File: config.mk
export PLATFORM = sky130hd
export DESIGN_NAME = unsigned_divider
export DESIGN_NICKNAME = d
export VERILOG_FILES = /design/src/design/udiv_pkg.sv /design/src/design/udiv_ctrl.sv /design/src/design/udiv_datapath.sv /design/src/design/unsigned_divider.sv
export SDC_FILE = /design/constraint.sdc
export NUM_CORES = 1
export LEC_CHECK = 0
export ABC_AREA = 0
export BUFFER_PORTS_ARGS = -buffer_cell sky130_fd_sc_hd__buf_2
export CAP_MARGIN = 30
export CORE_MARGIN = 3
export CORE_UTILIZATION = 57
export DETAILED_ROUTE_END_ITERATION = 10
export HOLD_SLACK_MARGIN = 0.02
export PLACE_DENSITY = 0.86
export SETUP_SLACK_MARGIN = 0.05
export SLEW_MARGIN = 10
export SYNTH_ARGS = -nofsm -noshare
export SYNTH_HDL_FRONTEND = slang
export SYNTH_HIERARCHICAL = 1
export SYNTH_SLANG_ARGS = --single-unit
File: constraint.sdc
create_clock -name clock -period 5.2 [get_ports clock]
set_input_delay 0.26 -clock clock [delete_from_list [all_inputs] [get_ports clock]]
set_output_delay 0.26 -clock clock [all_outputs]
set_load 0.005 [all_outputs]
File: src/design/udiv_pkg.sv
// udiv_pkg: shared types for the unsigned divider
// holds the controller state enum and the controller-to-datapath command struct
// no dependencies
package udiv_pkg;

   typedef enum logic [0:0] {
      ST_IDLE = 1'b0,
      ST_RUN  = 1'b1
   } state_type;

   // commands from the controller to the datapath
   typedef struct packed {
      logic load;     // capture a new word from the request channel
      logic step;     // run one shift-and-subtract step
      logic out_load; // copy the step result into the response register
   } cmd_type;

endpackage

File: src/design/udiv_ctrl.sv
// udiv_ctrl: state machine of the unsigned divider
// sequences load, one step per cycle (the last waits for a free response slot) and response hand-off
// depends on udiv_pkg
module udiv_ctrl
   import udiv_pkg::*;
#(
   parameter int DATA_WIDTH = 32
) (
   input  logic    clock,
   input  logic    reset,
   input  logic    req_valid,
   output logic    req_stall,
   output logic    rsp_valid,
   input  logic    rsp_stall,
   output cmd_type cmd
);

   localparam int CntW = (DATA_WIDTH > 2) ? $clog2(DATA_WIDTH) : 1;
   localparam logic [CntW-1:0] LastStep = CntW'(DATA_WIDTH - 1);

   state_type       state_ff, state_in;
   logic [CntW-1:0] cnt_ff, cnt_in;
   logic            out_valid_ff, out_valid_in;
   logic            slot_free;

   // response slot is free or is being emptied this cycle
   assign slot_free = !out_valid_ff || !rsp_stall;

   always_ff @(posedge clock) begin
      if (reset) begin
         state_ff     <= ST_IDLE;
         cnt_ff       <= '0;
         out_valid_ff <= 1'b0;
      end else begin
         state_ff     <= state_in;
         cnt_ff       <= cnt_in;
         out_valid_ff <= out_valid_in;
      end
   end

   always_comb begin
      state_in     = state_ff;
      cnt_in       = cnt_ff;
      out_valid_in = out_valid_ff && rsp_stall;
      cmd          = '0;
      req_stall    = 1'b1;
      case (state_ff)
         ST_IDLE: begin
            req_stall = 1'b0;
            if (req_valid) begin
               cmd.load = 1'b1;
               cnt_in   = '0;
               state_in = ST_RUN;
            end
         end
         ST_RUN: begin
            if (cnt_ff != LastStep) begin
               cmd.step = 1'b1;
               cnt_in   = cnt_ff + 1'b1;
            end else if (slot_free) begin
               // last step goes straight into the response register
               cmd.step     = 1'b1;
               cmd.out_load = 1'b1;
               out_valid_in = 1'b1;
               state_in     = ST_IDLE;
            end
         end
         default: begin
            state_in = ST_IDLE;
         end
      endcase
   end

   assign rsp_valid = out_valid_ff;

endmodule

File: src/design/udiv_datapath.sv
// udiv_datapath: registers and subtractor of the restoring divider
// one quotient bit per step, response register at the end
// depends on udiv_pkg
module udiv_datapath
   import udiv_pkg::*;
#(
   parameter int DATA_WIDTH = 32
) (
   input  logic                  clock,
   input  cmd_type               cmd,
   input  logic [DATA_WIDTH-1:0] req_dividend,
   input  logic [DATA_WIDTH-1:0] req_divisor,
   output logic [DATA_WIDTH-1:0] rsp_quotient,
   output logic [DATA_WIDTH-1:0] rsp_remainder,
   output logic                  rsp_divide_by_zero
);

   logic [DATA_WIDTH-1:0] rem_ff, rem_in;
   logic [DATA_WIDTH-1:0] quo_ff, quo_in;   // dividend bits shift out, quotient bits in
   logic [DATA_WIDTH-1:0] div_ff;
   logic                  dbz_ff;
   logic [DATA_WIDTH-1:0] oq_ff, or_ff;
   logic                  odbz_ff;
   logic [DATA_WIDTH:0]   partial, diff;
   logic                  fits;

   always_comb begin
      partial = {rem_ff, quo_ff[DATA_WIDTH-1]};
      diff    = partial - {1'b0, div_ff};
      fits    = !diff[DATA_WIDTH];
      rem_in  = fits ? diff[DATA_WIDTH-1:0] : partial[DATA_WIDTH-1:0];
      quo_in  = {quo_ff[DATA_WIDTH-2:0], fits};
   end

   always_ff @(posedge clock) begin
      if (cmd.load) begin
         rem_ff <= '0;
         quo_ff <= req_dividend;
         div_ff <= req_divisor;
         dbz_ff <= (req_divisor == '0);
      end else if (cmd.step) begin
         rem_ff <= rem_in;
         quo_ff <= quo_in;
      end
      if (cmd.out_load) begin
         oq_ff   <= quo_in;
         or_ff   <= rem_in;
         odbz_ff <= dbz_ff;
      end
   end

   assign rsp_quotient       = oq_ff;
   assign rsp_remainder      = or_ff;
   assign rsp_divide_by_zero = odbz_ff;

endmodule

File: src/design/unsigned_divider.sv
// unsigned_divider: iterative restoring divider, quotient and remainder
// throughput: one word at a time, set by the single shared subtractor
// a zero divisor needs no special path: every step fits, giving all ones and the dividend
// reset: synchronous, active high, clears controller state and response valid
// depends on udiv_pkg, udiv_ctrl, udiv_datapath
module unsigned_divider
   import udiv_pkg::*;
#(
   parameter int DATA_WIDTH = 32
) (
   input  logic                  clock,
   input  logic                  reset,
   // request channel
   input  logic                  req_valid,
   output logic                  req_stall,
   input  logic [DATA_WIDTH-1:0] req_dividend,
   input  logic [DATA_WIDTH-1:0] req_divisor,
   // response channel
   output logic                  rsp_valid,
   input  logic                  rsp_stall,
   output logic [DATA_WIDTH-1:0] rsp_quotient,
   output logic [DATA_WIDTH-1:0] rsp_remainder,
   output logic                  rsp_divide_by_zero
);

   cmd_type cmd;

   // controller: idle -> one step per cycle (last may stall) -> hand-off into response register
   udiv_ctrl #(
      .DATA_WIDTH(DATA_WIDTH)
   ) u_ctrl (
      .clock     (clock),
      .reset     (reset),
      .req_valid (req_valid),
      .req_stall (req_stall),
      .rsp_valid (rsp_valid),
      .rsp_stall (rsp_stall),
      .cmd       (cmd)
   );

   // datapath: partial remainder, shifting quotient and response register
   udiv_datapath #(
      .DATA_WIDTH(DATA_WIDTH)
   ) u_dp (
      .clock              (clock),
      .cmd                (cmd),
      .req_dividend       (req_dividend),
      .req_divisor        (req_divisor),
      .rsp_quotient       (rsp_quotient),
      .rsp_remainder      (rsp_remainder),
      .rsp_divide_by_zero (rsp_divide_by_zero)
   );

   // a word taken in keeps the request side closed while it is worked on
   a_busy_after_accept: assert property (@(posedge clock) disable iff (reset)
      (req_valid && !req_stall) |=> req_stall)
      else $error("request accepted while divider busy");

   // divide by zero always shows an all-ones quotient
   a_dbz_quotient: assert property (@(posedge clock) disable iff (reset)
      (rsp_valid && rsp_divide_by_zero) |-> (rsp_quotient == '1))
      else $error("divide by zero without all-ones quotient");

   // a new response only appears at the end of a run
   a_rsp_from_run: assert property (@(posedge clock) disable iff (reset)
      $rose(rsp_valid) |-> $past(req_stall))
      else $error("response appeared without a division in progress");

endmodule

=== Yosys cells after proc, flatten, opt, wreduce, memory -nomap -nowiden ===
Cells that the tools add are included.
Widths: inputs -> output; s select.

* Register bits after elaboration: 169
* Input bits: 68
* Output and inout bits: 67
* Word-level logic and storage cells: 43

* $add $sub $neg: 2
* Eq/ne operators: 3
* Multiplexer cells: 19
* Bitwise gates (word level): 1
* Reductions and logical operators: 8

{| class="wikitable"
|+ Operators by type and width
! operator !! count
|-
| $mux 32 || 3
|-
| $sub 33x32->33 || 1
|-
| $logic_not 32->1 || 1
|-
| $mux 1 || 10
|-
| $mux 5 || 2
|-
| $pmux 5 s2 || 1
|-
| $add 5x1->5 const B || 1
|-
| $ne 5x5->1 const B || 1
|-
| $mux 2 || 2
|-
| $ne 2x2->1 const B || 2
|-
| $logic_not 1->1 || 3
|-
| $pmux 1 s2 || 1
|-
| $reduce_and 2->1 || 1
|-
| $reduce_bool 2->1 || 1
|-
| $logic_and 1x1->1 || 1
|-
| $logic_or 1x1->1 || 1
|-
| $not 1->1 || 1
|}

=== Logic depth before layout (Yosys ltp) ===
* Depth after elaboration: 7
* Mapped depth: 14
* Depth with buffers taken out: 12

=== Cells and area by module ===
Netlist, hierarchy kept.

{| class="wikitable"
|+ By module, submodules not included
! module !! instances !! cells each !! area each (um^2) !! seq. area each (um^2)
|-
| udiv_datapath || 1 || 685 || 8080.2 || 4544.4
|-
| udiv_ctrl || 1 || 42 || 370.4 || 140.1
|}

=== Worst setup path before layout ===
No wires, ideal clock.

* Kind: flip-flop to flip-flop
* From: register u_ctrl.cnt_ff[0]
* To: register u_dp.odbz_ff (netlist: u_dp/rsp_divide_by_zero), enable pin
* Setup time: 0.512 ns
* Data arrival time: 4.226 ns
* Required time: 4.688 ns
* Setup slack: 0.462 ns
* Stages on the path, launching flop included: 6
* Buffers on the path: 0
* Clock period less this slack: 4.738 ns
* Cell sequence: dfxtp_1 ha_1 and3_2 ha_1 nand2_1 a21oi_1

{| class="wikitable"
|+ RTL lines
! element !! line !! text
|-
| from (decl) || udiv_ctrl.sv:22 || <nowiki>logic [CntW-1:0] cnt_ff, cnt_in;</nowiki>
|-
| from (signal assigned) || udiv_ctrl.sv:36 || <nowiki>cnt_ff <= cnt_in;</nowiki>
|-
| to (signal assigned) || udiv_datapath.sv:48 || <nowiki>odbz_ff <= dbz_ff;</nowiki>
|-
| to (decl) || udiv_datapath.sv:23 || <nowiki>logic odbz_ff;</nowiki>
|}

=== Final worst setup path ===
* From: register u_dp.quo_ff[31]
* To: register u_dp.rem_ff[8]

* Cells in the longest elaborated chain, start to end: 2

{| class="wikitable"
|+ RTL lines
! element !! line !! text
|-
| from (decl) || udiv_datapath.sv:19 || <nowiki>logic [DATA_WIDTH-1:0] quo_ff, quo_in;</nowiki>
|-
| from (signal assigned) || udiv_datapath.sv:38 || <nowiki>quo_ff <= req_dividend;</nowiki>
|-
| from (signal assigned) || udiv_datapath.sv:43 || <nowiki>quo_ff <= quo_in;</nowiki>
|-
| $sub 33x32->33 || udiv_datapath.sv:29 || <nowiki>diff = partial - {1'b0, div_ff};</nowiki>
|-
| $mux 32 || udiv_datapath.sv:31 || <nowiki>rem_in = fits ? diff[DATA_WIDTH-1:0] : partial[DATA_WIDTH-1:0];</nowiki>
|-
| via u_dp.rem_in[8] || udiv_datapath.sv:18 || <nowiki>logic [DATA_WIDTH-1:0] rem_ff, rem_in;</nowiki>
|-
| to (signal assigned) || udiv_datapath.sv:42 || <nowiki>rem_ff <= rem_in;</nowiki>
|-
| to (decl) || udiv_datapath.sv:18 ||
|}

The timed path passes the listed nets, and every way through them passes these cells.
A chain may end at the register's enable or synchronous reset.

==> summary.md <==
| Metric | Value |
|---|---|
| PwrDens | 357 mW/mm2 |
| Max-slew violation count | 0 |
| Post-route ant nets | 0 |
| Final non-filler cell total | 1073 |
| Synth Register Bits | 169 |
| Initial DRC count | between 500 and 600 |
| Worst-margin pin slew | 0.878 ns |
| Die area | 0.0163 mm2 |
| Async set or reset register ratio after synthesis | 0% |
| Setup TNS | 0 ns |
| DP Area | 0.00927 mm2 |
| Port-buffer cells | 134 |
| Area grow syn2layout | 20.0% |
| Total GRT Usage | a little under a quarter |
| Die W | between 100 and 150 um |
| CP Data Required Time | about 5.5 ns |
| Fin. Hold Viols | 0 |
| GPL Wtd Cong | 0.997 |
| Placed cell count | 1013 |
| Cell Area, Synth | 0.00845 mm2 |
| Die Y | 128 um |
| CTS Buf Count | 17 |
| Maximum clock rate | 0.266 GHz |
| Primary FF master, synth | edfxtp_1 |
| Max-cap check violation count | 0 |
| Library cells used by synthesis | 72 |
| Largest net degree at the start of global routing | 50 |
| GRT Residual Overflow | 0 |
| Min setup slack post-route | 1.44 ns |
| Vias in the first global route | 6038 |
| Number of antenna diodes | 0 |
| Mean Syn Cell Area | 11.6 um2 |
| RSZ-0062 raised after global routing | no |
| Clk buf depth | 2 |
| Outcome | complete, no violations |
| Post-DR wirelength/cell | 18.1 um |
| Clock sinks | approximately 170 |
| CTS H-tree depth | 4 |
| Fraction of layout cells with a size suffix above 1 | 26.5% |
| Core Area | 0.0142 mm2 |
| Postcts setup bufs | 0 |
| Post-synth EDFFs | 130 |
| CP endpoint kind | flop |
| Worst-path clk slew | 0.06 ns |
| IO Count | 135 |
| Post-Syn Instances | 727 |
| Global-route wire length before repair | between 30000 and 40000 um |
| CTS tree | yes |
| Detailed Place HPWL | about 14000 um |
| Mapped Nets | 830 |
| Peak VDD IR | 265 uV |
| DRC | 0 |
| Slowest cell on crit path | inv_2 |
| Relative slew slack | slightly above 40% |
| Ys Warns | 6 |
| Synth top area share | 46.2% |
| Final wirelength | 19400 um |
| Static Leak | between 4 and 5 nW |
| Total power | roughly 3.6 mW |
| Startpoint Class | flop |
| Initial antenna violation count | 0 |
| Pre-Repair DR Iteration Count | 6 |
| Clk_skew | 0.00996 ns |
| Hold/Removal Path Class | in2reg |
| Nets@finish | 983 |
| Root Driver | clkbuf_16 |
| Register area share after synthesis | 55.4% |
| Initial Util | between 50% and 60% |
| WP data arrival | 4.07 ns |
| Period minus WS final | between 3 and 4 ns |
| Final setup vio count | 0 |
| Clk_lat worst skew | between 0.4 and 0.5 ns |
| Yosys top cell by area | edfxtp_1 |
| Finished Cell Area | just over 0.01 mm2 |
| Vias post-DR | 6307 |
| Max incr delay on CP | 0.69 ns |
| Setup slack at placement | 1.47 ns |
| Num rows | 43 |
| Vias/cell | 5.88 |
| Post-route clock period utilization | 72.2% |
| Cells along the critical path | inv_1 > ha_1 > fa_1 > and2b_1 > o2111ai_2 > a211oi_4 > o21ai_4 > o311ai_4 > nand2_4 > inv_2 > mux2_4 > o21a_1 |
| Synth top area cells | edfxtp_1 46%, dfxtp_1 9.2%, ha_1 5.0% |
| Crit Path Category | reg2reg |
| Critical Path Fanout Max | 29 |
-- worst paths after layout --
| check | startpoint | end | slack, ns | cells after the start |
|---|---|---|---|---|
| setup / recovery | u_dp/quo_ff[31] | u_dp/rem_ff[8] | 1.44 | 12 |
| hold / removal | req_divisor[7] | u_dp/div_ff[7] | 0.05 | 1 |
| setup reg to reg | u_dp/quo_ff[31] | u_dp/rem_ff[8] | 1.44 | 12 |
| hold reg to reg | u_dp/dbz_ff | u_dp/rsp_divide_by_zero | 0.43 | 0 |
-- stage by stage --
step | hold slack [ns] | util [%]
floorplan | 0.322 | -
global placement | 0.402 | 65.2
detailed placement | 0.412 | 65.3
CTS | 0.0205 | 71.4
global route | 0.0289 | 71.4
finish | 0.0466 | 71.4
-- power breakdown --
group          switching, mW  internal, mW  total (mW)
sequential            0.0577          1.56        1.62
combinational          0.418         0.315       0.733
clock                  0.508         0.758        1.27
total                  0.984          2.64        3.62
-- layout by cell type, fill, tap and decap left out, drive strengths merged, types with 28 or more instances in the layout --
| master | synthesis | layout |
|---|---|---|
| mux2 | 48 | 48 |
| o21ai | 33 | 33 |
| edfxtp | 130 | 130 |
| buf | 7 | 140 |
| inv | 49 | 50 |
| dlygate4sd3 | 0 | 28 |
| ha | 34 | 34 |
| dfxtp | 39 | 39 |
| a21oi | 53 | 53 |
| nor2 | 55 | 55 |
| nand2 | 57 | 57 |
-- timing repair --
action	CTS	global route
gates resized for setup	0	0
hold buffers	28	0
setup endpoints to repair	0	0
hold endpoints to repair	28	0
-- cell usage after synthesis (4+ instances only) --
cell type  instances
nor3_1            10
nor2_1            54
and3_1             6
a31oi_1            8
o31ai_1            5
dfxtp_1           39
nand2_1           56
nand3_1            8
o21bai_1           4
o21ai_1           14
nand4_1           12
xor2_1            11
nor2b_1            5
xnor2_1           14
o21a_1            23
o21ai_0           18
mux2_4            17
nor4_1             8
a41oi_1            5
ha_1              34
a21o_1            10
edfxtp_1         130
clkbuf_1          27
inv_1             48
nand2b_1           9
mux2_2            31
a21oi_1           52
o211ai_1           5
a311oi_1           4
-- cells by family after synthesis --
| family | Yosys count | synth area share, % |
|---|---|---|
| and+or+nand+nor | 186 | 10.8 |
| AOI/OAI and AO/OA | 175 | 13.9 |
| DFF | 169 | 55.4 |
| buffers and inverters | 83 | 3.98 |
| muxes | 54 | 8.00 |
| adders and majority gates | 35 | 5.27 |
| xor gates and xnor gates | 25 | 2.59 |
-- routing by layer --
layer	GRT usage, %	vias to the layer above	routed length [um]
met5	0	-	0
met4	7.62	0	316
met3	5.17	24	1360
met2	39.6	284	9350
met1	31.5	3004	8360
li1	-	2995	-
-- state kept, by name, indices dropped and copies added (netlist names) --
signal                   count
u_ctrl/cnt_ff                5
u_ctrl/rsp_valid             1
u_ctrl/state_ff              1
u_dp/dbz_ff                  1
u_dp/div_ff                 32
u_dp/quo_ff                 32
u_dp/rem_ff                 32
u_dp/rsp_divide_by_zero      1
u_dp/rsp_quotient           32
u_dp/rsp_remainder          32
-- cell type report --
cell class | instances | area [um2]
clock buffer | 22 | 444
clock inverter | 10 | 145
fill | 993 | 4060
inverter | 49 | 184
multi-input combinational | 475 | 3450
sequential | 169 | 4680
tap | 180 | 225
timing repair buffer | 168 | 1000
-- critical path: cells and delay by family (launching register included) --
family | cells | cell delay [ns]
flops | 1 | 0.34
compound gates | 5 | 1.15
mux | 1 | 0.36
simple gates | 2 | 0.44
buf+inv | 2 | 0.74
fa+ha+maj | 2 | 0.61
(Power assumes the default switching activity.)
